## config.mk

```make
export PLATFORM = sky130hd
export DESIGN_NAME = day_count_to_date_text
export DESIGN_NICKNAME = d
export VERILOG_FILES = /design/src/dctd_pkg.sv /design/src/day_count_to_date_text.sv /design/src/dctd_front.sv /design/src/dctd_queue.sv /design/src/dctd_back.sv
export SDC_FILE = /design/constraint.sdc
export NUM_CORES = 2
export LEC_CHECK = 0
export ABC_AREA = 1
export BUFFER_PORTS_ARGS = -buffer_cell sky130_fd_sc_hd__buf_2
export CAP_MARGIN = 20
export CORE_ASPECT_RATIO = 0.9
export CORE_MARGIN = 5
export CORE_UTILIZATION = 35
export DETAILED_ROUTE_END_ITERATION = 8
export PLACE_DENSITY_LB_ADDON = 0.15
export SLEW_MARGIN = 10
export SYNTH_ARGS = -nofsm -noshare
export SYNTH_HDL_FRONTEND = slang
export SYNTH_HIERARCHICAL = 1
export SYNTH_SLANG_ARGS = --single-unit
```

## constraint.sdc

```tcl
create_clock -name clk -period 5.6 [get_ports clk]
set_input_delay 1.4 -clock clk [delete_from_list [all_inputs] [get_ports clk]]
set_output_delay 1.4 -clock clk [all_outputs]
set_load 0.05 [all_outputs]
```

## src/dctd_pkg.sv

```systemverilog
package dctd_pkg;

  localparam int QUEUE_DEPTH_DEF = 4;

  typedef enum logic [1:0] {
    FMT_DASH    = 2'd0,
    FMT_COMPACT = 2'd1,
    FMT_DMY     = 2'd2,
    FMT_SLASH   = 2'd3
  } fmt_t;

  localparam logic OP_DAYS  = 1'b0;
  localparam logic OP_PARTS = 1'b1;

  typedef struct packed {
    logic        missing;
    logic [13:0] year;
    logic [6:0]  month;
    logic [6:0]  day;
    logic [3:0]  y3;
    logic [3:0]  y2;
    logic [3:0]  y1;
    logic [3:0]  y0;
    logic [3:0]  m1;
    logic [3:0]  m0;
    logic [3:0]  d1;
    logic [3:0]  d0;
  } date_t;

endpackage

```

## src/day_count_to_date_text.sv

```systemverilog
// Day count or date parts to ASCII date text.
// Input channel (in_valid / in_stall): one request per date. in_op 0 converts
// in_day_count (days since 1970-01-01), in_op 1 formats in_year_in, in_month_in
// and in_day_in as given. A missing or out-of-range request yields one result
// with out_is_missing set.
// Output channel (out_valid / out_stall): one character per result, 10 per
// date (8 in the compact layout), out_last_char on the final one; year, month
// and day ride along on every character.
// cfg_wr_en / cfg_wr_data select the layout; write only while idle.
// Throughput: one character per cycle from the text stage while out_stall is
// low; the conversion pipeline takes a request every cycle while the queue has
// room. A slot is held from acceptance until the text stage picks the date up,
// so missing requests (one character each) are bounded by QUEUE_DEPTH slots.
// Up to QUEUE_DEPTH requests may be in flight; in_stall rises when all
// slots are taken. A stalled output holds its character and the queue fills.
// Reset clears the pipeline, queue and layout (dash layout), with no wait.
module day_count_to_date_text
  import dctd_pkg::*;
#(
  parameter int QUEUE_DEPTH = QUEUE_DEPTH_DEF
) (
  input  logic               clk,
  input  logic               rst_n,
  input  logic               cfg_wr_en,
  input  logic [1:0]         cfg_wr_data,
  input  logic               in_valid,
  output logic               in_stall,
  input  logic               in_op,
  input  logic signed [22:0] in_day_count,
  input  logic signed [15:0] in_year_in,
  input  logic signed [7:0]  in_month_in,
  input  logic signed [7:0]  in_day_in,
  input  logic               in_missing_in,
  output logic               out_valid,
  input  logic               out_stall,
  output logic [6:0]         out_text_char,
  output logic               out_last_char,
  output logic               out_is_missing,
  output logic [13:0]        out_year_out,
  output logic [6:0]         out_month_out,
  output logic [6:0]         out_day_out
);

  logic  take, room;
  logic  res_valid;
  date_t res;
  logic  q_pop, q_not_empty;
  date_t q_head;

  assign in_stall = !room;
  assign take     = in_valid && room;

  dctd_front u_front (
    .clk        (clk),
    .rst_n      (rst_n),
    .take       (take),
    .op         (in_op),
    .day_count  (in_day_count),
    .year_in    (in_year_in),
    .month_in   (in_month_in),
    .day_in     (in_day_in),
    .missing_in (in_missing_in),
    .res_valid  (res_valid),
    .res        (res)
  );

  dctd_queue #(
    .DEPTH (QUEUE_DEPTH)
  ) u_queue (
    .clk       (clk),
    .rst_n     (rst_n),
    .rsv       (take),
    .room      (room),
    .push      (res_valid),
    .push_data (res),
    .pop       (q_pop),
    .head      (q_head),
    .not_empty (q_not_empty)
  );

  dctd_back u_back (
    .clk            (clk),
    .rst_n          (rst_n),
    .cfg_wr_en      (cfg_wr_en),
    .cfg_wr_data    (cfg_wr_data),
    .q_not_empty    (q_not_empty),
    .q_head         (q_head),
    .q_pop          (q_pop),
    .out_valid      (out_valid),
    .out_stall      (out_stall),
    .out_text_char  (out_text_char),
    .out_last_char  (out_last_char),
    .out_is_missing (out_is_missing),
    .out_year_out   (out_year_out),
    .out_month_out  (out_month_out),
    .out_day_out    (out_day_out)
  );

endmodule

```

## src/dctd_front.sv

```systemverilog
module dctd_front
  import dctd_pkg::*;
(
  input  logic               clk,
  input  logic               rst_n,
  input  logic               take,
  input  logic               op,
  input  logic signed [22:0] day_count,
  input  logic signed [15:0] year_in,
  input  logic signed [7:0]  month_in,
  input  logic signed [7:0]  day_in,
  input  logic               missing_in,
  output logic               res_valid,
  output date_t              res
);

  localparam int NSTG      = 15;
  localparam int DAYS_MIN  = -719528;
  localparam int DAYS_MAX  = 2932896;
  localparam int EPOCH_OFS = 2509157;
  localparam int DIV_C     = 146097;
  localparam int RCP_C     = 229;
  localparam int DIV_E     = 1461001;
  localparam int RCP_E     = 183;
  localparam int DIV_F     = 2447;
  localparam int RCP_F     = 53;

  typedef struct packed {
    logic        miss;
    logic        op;
    logic [13:0] year;
    logic [6:0]  month;
    logic [6:0]  day;
  } side_t;

  typedef struct packed {
    logic        miss;
    logic [13:0] year;
    logic [6:0]  month;
    logic [6:0]  day;
  } ymd_t;

  function automatic logic [8:0] month_ofs(logic [3:0] f);
    logic [8:0] v;
    unique case (f)
      4'd0:    v = 9'd0;
      4'd1:    v = 9'd30;
      4'd2:    v = 9'd61;
      4'd3:    v = 9'd91;
      4'd4:    v = 9'd122;
      4'd5:    v = 9'd152;
      4'd6:    v = 9'd183;
      4'd7:    v = 9'd214;
      4'd8:    v = 9'd244;
      4'd9:    v = 9'd275;
      4'd10:   v = 9'd305;
      4'd11:   v = 9'd336;
      4'd12:   v = 9'd367;
      4'd13:   v = 9'd397;
      4'd14:   v = 9'd428;
      default: v = 9'd458;
    endcase
    return v;
  endfunction

  function automatic logic [3:0] tens7(logic [6:0] v);
    logic [14:0] p;
    p = 15'(v) * 15'd205;
    return p[14:11];
  endfunction

  function automatic logic [3:0] ones7(logic [6:0] v, logic [3:0] t);
    logic [6:0] r;
    r = v - 7'(t) * 7'd10;
    return r[3:0];
  endfunction

  logic [NSTG:1] vld_r;
  side_t         side_r [1:10];
  ymd_t          ymd_r  [11:14];

  logic [22:0] a0_1_r, a0_2_r, a0_3_r;
  logic [7:0]  q1_2_r;
  logic [7:0]  c_3_r, c_4_r, c_5_r, c_6_r, c_7_r, c_8_r, c_9_r, c_10_r;
  logic [15:0] a1_4_r, a1_5_r, a1_6_r, a1_7_r;
  logic [27:0] x2_5_r, x2_6_r;
  logic [6:0]  q2_6_r;
  logic [6:0]  e_7_r, e_8_r, e_9_r, e_10_r;
  logic [9:0]  a2_8_r, a2_9_r, a2_10_r;
  logic [16:0] x3_9_r;
  logic [5:0]  q3_9_r;
  logic [3:0]  f_10_r;
  logic [6:0]  hi_12_r, hi_13_r, hi_14_r;
  logic [6:0]  lo_13_r, lo_14_r;
  logic [3:0]  thi_14_r, tlo_14_r, tm_14_r, td_14_r;
  date_t       res_r;

  logic               bad_days, bad_parts, miss_w;
  logic signed [23:0] a0_w;
  logic [32:0]        p2;
  logic [24:0]        m3, r3;
  logic [24:0]        t4;
  logic [22:0]        a1_w;
  logic [35:0]        p6;
  logic [27:0]        r7;
  logic [17:0]        t8;
  logic [16:0]        a2_w;
  logic [16:0]        x3_w;
  logic [22:0]        p9;
  logic [16:0]        r10;
  logic [5:0]         f_w;
  logic [8:0]         ofs;
  logic               a3;
  logic [15:0]        y_w;
  logic [9:0]         d_w;
  logic [6:0]         m_w;
  ymd_t               ymd_w;
  logic [26:0]        p12;
  logic [13:0]        lo_w;

  assign bad_days  = (day_count < 23'(DAYS_MIN)) || (day_count > 23'(DAYS_MAX));
  assign bad_parts = (year_in < 16'sd0) || (year_in > 16'sd9999) ||
                     (month_in < 8'sd0) || (month_in > 8'sd99) ||
                     (day_in < 8'sd0) || (day_in > 8'sd99);
  assign miss_w    = missing_in || ((op == OP_DAYS) ? bad_days : bad_parts);
  assign a0_w      = 24'(day_count) + 24'(EPOCH_OFS);

  assign p2   = 33'({a0_1_r, 2'b00}) * 33'(RCP_C);
  assign m3   = 25'(q1_2_r) * 25'(DIV_C);
  assign r3   = {a0_2_r, 2'b00} - m3;
  assign t4   = 25'(c_3_r) * 25'(DIV_C) + 25'd3;
  assign a1_w = a0_3_r - 23'(t4 >> 2);
  assign p6   = 36'(x2_5_r) * 36'(RCP_E);
  assign r7   = x2_6_r - 28'(q2_6_r) * 28'(DIV_E);
  assign t8   = 18'(e_7_r) * 18'd1461;
  assign a2_w = {1'b0, a1_7_r} + 17'd31 - 17'(t8 >> 2);
  assign x3_w = 17'(a2_8_r) * 17'd80;
  assign p9   = 23'(x3_w) * 23'(RCP_F);
  assign r10  = x3_9_r - 17'(q3_9_r) * 17'(DIV_F);
  assign f_w  = q3_9_r + 6'(r10 >= 17'(DIV_F));

  assign ofs = month_ofs(f_10_r);
  assign a3  = (f_10_r >= 4'd11);
  assign y_w = 16'(c_10_r) * 16'd100 + 16'(e_10_r) + 16'(a3) - 16'd4900;
  assign d_w = a2_10_r - {1'b0, ofs};
  assign m_w = a3 ? (7'(f_10_r) - 7'd10) : (7'(f_10_r) + 7'd2);

  always_comb begin
    ymd_w.miss = side_r[10].miss;
    if (side_r[10].miss) begin
      ymd_w.year  = '0;
      ymd_w.month = '0;
      ymd_w.day   = '0;
    end else if (side_r[10].op == OP_PARTS) begin
      ymd_w.year  = side_r[10].year;
      ymd_w.month = side_r[10].month;
      ymd_w.day   = side_r[10].day;
    end else begin
      ymd_w.year  = y_w[13:0];
      ymd_w.month = m_w;
      ymd_w.day   = d_w[6:0];
    end
  end

  assign p12  = 27'(ymd_r[11].year) * 27'd5243;
  assign lo_w = ymd_r[12].year - 14'(hi_12_r) * 14'd100;

  always_ff @(posedge clk) begin
    if (!rst_n) begin
      vld_r <= '0;
    end else begin
      vld_r <= {vld_r[NSTG-1:1], take};
    end
  end

  always_ff @(posedge clk) begin
    side_r[1].miss  <= miss_w;
    side_r[1].op    <= op;
    side_r[1].year  <= year_in[13:0];
    side_r[1].month <= month_in[6:0];
    side_r[1].day   <= day_in[6:0];
    for (int i = 2; i <= 10; i++) begin
      side_r[i] <= side_r[i-1];
    end
    a0_1_r  <= a0_w[22:0];
    q1_2_r  <= p2[32:25];
    a0_2_r  <= a0_1_r;
    c_3_r   <= q1_2_r + 8'(r3 >= 25'(DIV_C));
    a0_3_r  <= a0_2_r;
    a1_4_r  <= a1_w[15:0];
    c_4_r   <= c_3_r;
    x2_5_r  <= 28'({12'b0, a1_4_r} + 28'd1) * 28'd4000;
    a1_5_r  <= a1_4_r;
    c_5_r   <= c_4_r;
    q2_6_r  <= p6[34:28];
    x2_6_r  <= x2_5_r;
    a1_6_r  <= a1_5_r;
    c_6_r   <= c_5_r;
    e_7_r   <= q2_6_r + 7'(r7 >= 28'(DIV_E));
    a1_7_r  <= a1_6_r;
    c_7_r   <= c_6_r;
    a2_8_r  <= a2_w[9:0];
    c_8_r   <= c_7_r;
    e_8_r   <= e_7_r;
    q3_9_r  <= p9[22:17];
    x3_9_r  <= x3_w;
    a2_9_r  <= a2_8_r;
    c_9_r   <= c_8_r;
    e_9_r   <= e_8_r;
    f_10_r  <= f_w[3:0];
    a2_10_r <= a2_9_r;
    c_10_r  <= c_9_r;
    e_10_r  <= e_9_r;
    ymd_r[11] <= ymd_w;
    for (int i = 12; i <= 14; i++) begin
      ymd_r[i] <= ymd_r[i-1];
    end
    hi_12_r  <= p12[25:19];
    hi_13_r  <= hi_12_r;
    lo_13_r  <= lo_w[6:0];
    hi_14_r  <= hi_13_r;
    lo_14_r  <= lo_13_r;
    thi_14_r <= tens7(hi_13_r);
    tlo_14_r <= tens7(lo_13_r);
    tm_14_r  <= tens7(ymd_r[13].month);
    td_14_r  <= tens7(ymd_r[13].day);
    res_r.missing <= ymd_r[14].miss;
    res_r.year    <= ymd_r[14].year;
    res_r.month   <= ymd_r[14].month;
    res_r.day     <= ymd_r[14].day;
    res_r.y3      <= thi_14_r;
    res_r.y2      <= ones7(hi_14_r, thi_14_r);
    res_r.y1      <= tlo_14_r;
    res_r.y0      <= ones7(lo_14_r, tlo_14_r);
    res_r.m1      <= tm_14_r;
    res_r.m0      <= ones7(ymd_r[14].month, tm_14_r);
    res_r.d1      <= td_14_r;
    res_r.d0      <= ones7(ymd_r[14].day, td_14_r);
  end

  assign res_valid = vld_r[NSTG];
  assign res       = res_r;

endmodule

```

## src/dctd_queue.sv

```systemverilog
module dctd_queue
  import dctd_pkg::*;
#(
  parameter int DEPTH = QUEUE_DEPTH_DEF
) (
  input  logic  clk,
  input  logic  rst_n,
  input  logic  rsv,
  output logic  room,
  input  logic  push,
  input  date_t push_data,
  input  logic  pop,
  output date_t head,
  output logic  not_empty
);

  localparam int PW = $clog2(DEPTH);
  localparam int CW = $clog2(DEPTH + 1);

  date_t         mem_r [DEPTH];
  logic [PW-1:0] wr_ptr_r, rd_ptr_r;
  logic [CW-1:0] fill_r, cred_r;
  logic [CW-1:0] fill_nxt, cred_nxt;

  assign fill_nxt = fill_r + CW'(push) - CW'(pop);
  assign cred_nxt = cred_r + CW'(rsv) - CW'(pop);

  always_ff @(posedge clk) begin
    if (!rst_n) begin
      wr_ptr_r <= '0;
      rd_ptr_r <= '0;
      fill_r   <= '0;
      cred_r   <= '0;
    end else begin
      if (push) begin
        wr_ptr_r <= (wr_ptr_r == PW'(DEPTH - 1)) ? '0 : wr_ptr_r + PW'(1);
      end
      if (pop) begin
        rd_ptr_r <= (rd_ptr_r == PW'(DEPTH - 1)) ? '0 : rd_ptr_r + PW'(1);
      end
      fill_r <= fill_nxt;
      cred_r <= cred_nxt;
    end
  end

  always_ff @(posedge clk) begin
    if (push) begin
      mem_r[wr_ptr_r] <= push_data;
    end
  end

  assign head      = mem_r[rd_ptr_r];
  assign not_empty = (fill_r != '0);
  assign room      = (cred_r != CW'(DEPTH));

endmodule

```

## src/dctd_back.sv

```systemverilog
module dctd_back
  import dctd_pkg::*;
(
  input  logic        clk,
  input  logic        rst_n,
  input  logic        cfg_wr_en,
  input  logic [1:0]  cfg_wr_data,
  input  logic        q_not_empty,
  input  date_t       q_head,
  output logic        q_pop,
  output logic        out_valid,
  input  logic        out_stall,
  output logic [6:0]  out_text_char,
  output logic        out_last_char,
  output logic        out_is_missing,
  output logic [13:0] out_year_out,
  output logic [6:0]  out_month_out,
  output logic [6:0]  out_day_out
);

  localparam logic [6:0] CH_ZERO  = 7'h30;
  localparam logic [6:0] CH_DASH  = 7'h2d;
  localparam logic [6:0] CH_SLASH = 7'h2f;

  fmt_t        fmt_r;
  date_t       cur_r;
  logic        busy_r;
  logic [3:0]  idx_r;
  logic        out_valid_r;
  logic [6:0]  char_r;
  logic        last_r, miss_r;
  logic [13:0] year_r;
  logic [6:0]  month_r, day_r;

  logic       adv, last, load;
  logic [3:0] last_idx;
  logic [6:0] txt [10];
  logic [6:0] cy3, cy2, cy1, cy0, cm1, cm0, cd1, cd0, sep;
  logic [6:0] char_w;

  assign cy3 = CH_ZERO | {3'b0, cur_r.y3};
  assign cy2 = CH_ZERO | {3'b0, cur_r.y2};
  assign cy1 = CH_ZERO | {3'b0, cur_r.y1};
  assign cy0 = CH_ZERO | {3'b0, cur_r.y0};
  assign cm1 = CH_ZERO | {3'b0, cur_r.m1};
  assign cm0 = CH_ZERO | {3'b0, cur_r.m0};
  assign cd1 = CH_ZERO | {3'b0, cur_r.d1};
  assign cd0 = CH_ZERO | {3'b0, cur_r.d0};
  assign sep = (fmt_r == FMT_DASH) ? CH_DASH : CH_SLASH;

  always_comb begin
    unique case (fmt_r)
      FMT_COMPACT: begin
        txt = '{cy3, cy2, cy1, cy0, cm1, cm0, cd1, cd0, 7'h00, 7'h00};
      end
      FMT_DMY: begin
        txt = '{cd1, cd0, sep, cm1, cm0, sep, cy3, cy2, cy1, cy0};
      end
      default: begin
        txt = '{cy3, cy2, cy1, cy0, sep, cm1, cm0, sep, cd1, cd0};
      end
    endcase
  end

  assign char_w   = cur_r.missing ? 7'h00 : txt[idx_r];
  assign last_idx = (fmt_r == FMT_COMPACT) ? 4'd7 : 4'd9;
  assign adv      = busy_r && (!out_valid_r || !out_stall);
  assign last     = cur_r.missing || (idx_r == last_idx);
  assign load     = q_not_empty && (!busy_r || (adv && last));
  assign q_pop    = load;

  always_ff @(posedge clk) begin
    if (!rst_n) begin
      fmt_r       <= FMT_DASH;
      busy_r      <= 1'b0;
      idx_r       <= '0;
      out_valid_r <= 1'b0;
    end else begin
      if (cfg_wr_en) begin
        fmt_r <= fmt_t'(cfg_wr_data);
      end
      if (load) begin
        busy_r <= 1'b1;
        idx_r  <= '0;
      end else if (adv && last) begin
        busy_r <= 1'b0;
      end else if (adv) begin
        idx_r <= idx_r + 4'd1;
      end
      if (adv) begin
        out_valid_r <= 1'b1;
      end else if (!out_stall) begin
        out_valid_r <= 1'b0;
      end
    end
  end

  always_ff @(posedge clk) begin
    if (load) begin
      cur_r <= q_head;
    end
    if (adv) begin
      char_r  <= char_w;
      last_r  <= last;
      miss_r  <= cur_r.missing;
      year_r  <= cur_r.year;
      month_r <= cur_r.month;
      day_r   <= cur_r.day;
    end
  end

  assign out_valid      = out_valid_r;
  assign out_text_char  = char_r;
  assign out_last_char  = last_r;
  assign out_is_missing = miss_r;
  assign out_year_out   = year_r;
  assign out_month_out  = month_r;
  assign out_day_out    = day_r;

endmodule
```

==> flow_summary.json <==
{
  "antenna_left": 0,
  "path_common_cell": "fa_1",
  "synthSimpleGateAreaFrac_pct": 10.27,
  "cts.path.max_buffers": 3,
  "drive_gt1_share_pct": 6.975,
  "crit_arrival_ps": 5900,
  "grtUsageTotal_pct": 14.34,
  "synthCells": 6466,
  "finalMaxSlewViolations": 0,
  "multiInputGateArea_sq_um": 33250,
  "drc": 0,
  "die_area_sq_um": 196700,
  "gp_congestion": 0.8451,
  "rsz0062_at_grt": "false",
  "dp_cells": 9067,
  "reg2reg_from": "u_front/a1_4_r[0]$_DFF_P_",
  "yosys.area.top_type": "dfxtp_1",
  "drtPass1Iterations": 5,
  "root_buffer": "clkbuf_16",
  "antenna_found_initial": 7,
  "io_pins": 103,
  "h-tree-depth": 4,
  "vias": 41280,
  "synth.area.mux_share_pct": 0,
  "core_area_sq_um": 187600,
  "syn_area_per_cell_sq_um": 10.17,
  "insertion_delay_ps": 730,
  "grt_max_degree": 75,
  "ys_ff_latch": 1204,
  "grt_first_pass_wirelength_um": 229000,
  "drt-initial-drc-count": 1870,
  "setup_violations": 0,
  "overflow": 0,
  "syn_to_final_growth_pct": 12.46,
  "wirelength_um": 138800,
  "cts_buffers": 130,
  "endpoint_kind": "flip-flop",
  "finalHoldViolCount": 0,
  "regArea_sq_um": 27530,
  "fin_util_pct": 39.42,
  "die_h_um": 421.2,
  "hold_buffers": 0,
  "max_freq_ghz": 0.1904,
  "rrSetupSlack_ps": 350,
  "clkSlewWorstSetupHoldPaths_ps": 60,
  "synth_top_family_by_area": "adder cells",
  "avgRoutedWirePerCell_um": 14.92,
  "synth_top_cell_area_share_pct": 26.27,
  "max_cap_viol_count": 0,
  "crit_path_max_fanout": 5,
  "worst_pin_slew_ps": 1045,
  "synth_edf_count": 341,
  "crit_path_start_kind": "flip-flop",
  "timing.rr.end": "u_front/x2_5_r[27]$_DFF_P_",
  "yosys-top-cells-count": "inv_1, dfxtp_1, ha_1",
  "portBuffers": 101,
  "status": "completed",
  "ys.flop_type": "dfxtp_1",
  "synthArstFlopShare_pct": 0,
  "finalSetupTns_ps": 0,
  "placement_rows": 151,
  "yosysMostFrequentCell": "inv_1",
  "synth_warnings": 6,
  "post_layout_nonfiller_instances": 9306,
  "nFillCells": 18460,
  "cts_tree": "done",
  "yosysUniqueCellTypes": 64,
  "synth_fa_ha_area_share_pct": 30.13,
  "fin_nets": 8050,
  "period_minus_slack_ps": 5252,
  "crit_path_end": "u_front/x2_5_r[27]$_DFF_P_",
  "worstPathRequired_ps": 6240,
  "r2r_cells": 19,
  "avgViaCountPerCell": 4.436,
  "clock_skew_ps": 32.21,
  "synthXorXnorAreaFrac_pct": 3.288,
  "worst_slew_margin_rel_pct": 30.32,
  "critical_path.cell_chain": "buf_4 -> nand2_1 -> nor2_1 -> nand3_1 -> nor3_2 -> xor2_1 -> buf_4 -> fa_1 -> inv_1 -> fa_1 -> fa_1 -> fa_1 -> ha_1 -> a21oi_1 -> o21ai_0 -> a21oi_1 -> o21ai_0 -> a21oi_1 -> xor2_1",
  "die_w_um": 466.9,
  "syn-num-nets": 7839,
  "grt_pass1_vias": 42810,
  "period_share_pct": 93.78,
  "cts_sinks": 1204,
  "synth-seq-area-share_pct": 41.84,
  "hold_class": "reg2reg",
  "start_util_pct": 35.05,
  "synthTopCellsByArea": "dfxtp_1, ha_1, edfxtp_1",
  "hpwl_um": 109700,
  "synth_compound_area_share_pct": 6.589,
  "worstSetupStartpoint": "u_front/a1_4_r[0]$_DFF_P_",
  "slowest_delay_ps": 530,
  "synth_area_sq_um": 65760,
  "worstSetupPathType": "reg2reg",
  "crit_slowest_cell": "fa_1",
  "holdWs_ps": 306.0
}
-- through the flow --
| stage | setup WS [ps] | cell area, sq um |
|---|---|---|
| floorplan | 495.5 | 65760 |
| global placement | 240.3 | 69310 |
| detailed placement | 189.8 | 69310 |
| CTS | 167.6 | 73740 |
| global route | 8.288 | 73950 |
| finish | 348.2 | 73950 |
-- registers in the layout (all words and copies together), names as in the netlist, 10 cells and up, named ones only --
register and count:
u_front/side_r 300, u_queue/mem_r 244, u_front/ymd_r 112, u_front/res 58, u_back/cur_r 45, u_front/a0_1_r 23, u_front/a0_2_r 23, u_front/x2_5_r 23
u_front/x2_6_r 23, u_front/a0_3_r 16, u_front/a1_4_r 16, u_front/vld_r 15, u_back/out_year_out 14, u_front/x3_9_r 11, u_front/a1_5_r 10, u_front/a1_6_r 10
u_front/a1_7_r 10, u_front/a2_8_r 10
-- cells in the final DEF (no fill, tap or decap), types with 101 or more instances in the layout --
master        n
nand3_1     185
clkbuf_16   134
xor2_1      164
nand2_1     828
buf_2       101
inv_1      1234
edfxtp_1    341
dfxtp_1     857
fa_1        458
o21ai_0     161
o21ai_1     172
a21oi_1     265
nor2_1      419
ha_1        845
-- worst min path at each step --
stage                                         startpoint                        endpoint  slack [ps]  cells after the start
after floorplan                u_front/a1_5_r[0]$_DFF_P_       u_front/a1_6_r[0]$_DFF_P_         310                      0
after global placement    u_front/side_r[0][264]$_DFF_P_  u_front/side_r[0][294]$_DFF_P_         310                      0
after detailed placement       u_front/a1_6_r[7]$_DFF_P_       u_front/a1_7_r[7]$_DFF_P_         310                      0
after CTS                      u_front/a1_6_r[0]$_DFF_P_       u_front/a1_7_r[0]$_DFF_P_         290                      0
after global routing           u_front/a1_6_r[0]$_DFF_P_       u_front/a1_7_r[0]$_DFF_P_         310                      0
final                          u_front/a1_6_r[0]$_DFF_P_       u_front/a1_7_r[0]$_DFF_P_         310                      0
-- kinds of logic (layout without fill, tap and decap cells) --
group / after synthesis / count (layout)
buf+inv: 1324 / 1639
flops: 1204 / 1204
other cells: 1 / 2
simple gates: 1609 / 1609
compound gates: 773 / 773
fa+ha+maj: 1309 / 1309
xor+xnor: 246 / 246
-- metal layers --
metal  global-route usage [%]  up-vias  part of all wire, %
met3                    2.133      161                  3.4
met4                    3.583        0                  1.9
met5                        0        -                    0
li1                         -    21190                    -
met1                    20.18    19350                   49
met2                    23.19      582                   45
-- worst max-delay path, delay by kind of cell, from the launching register on --
family	cells	cell delay (ps)
AOI/OAI and AO/OA	5	1030
DFF	1	340
buffers and inverters	3	360
and+or+nand+nor	4	730
adders and majority gates	5	2420
xor gates and xnor gates	2	290
-- area by class of cell --
type	count	share of cell area, %
inverters	1259	6.400
repair buffers	144	1.137
multi-input cells	3938	44.97
clock inverters	55	0.9644
well taps	2524	4.270
diodes	1	0.003384
flip-flops and latches	1204	37.23
clock buffers	181	5.030
-- what timing repair did --
action / in CTS / in global routing
buffers inserted: 0 / 1
resized for setup: 0 / 47
endpoints found under the setup margin: 0 / 18
Power is not shown: default switching activity piles up to over one toggle a cycle in this logic, so the estimate is an artifact.
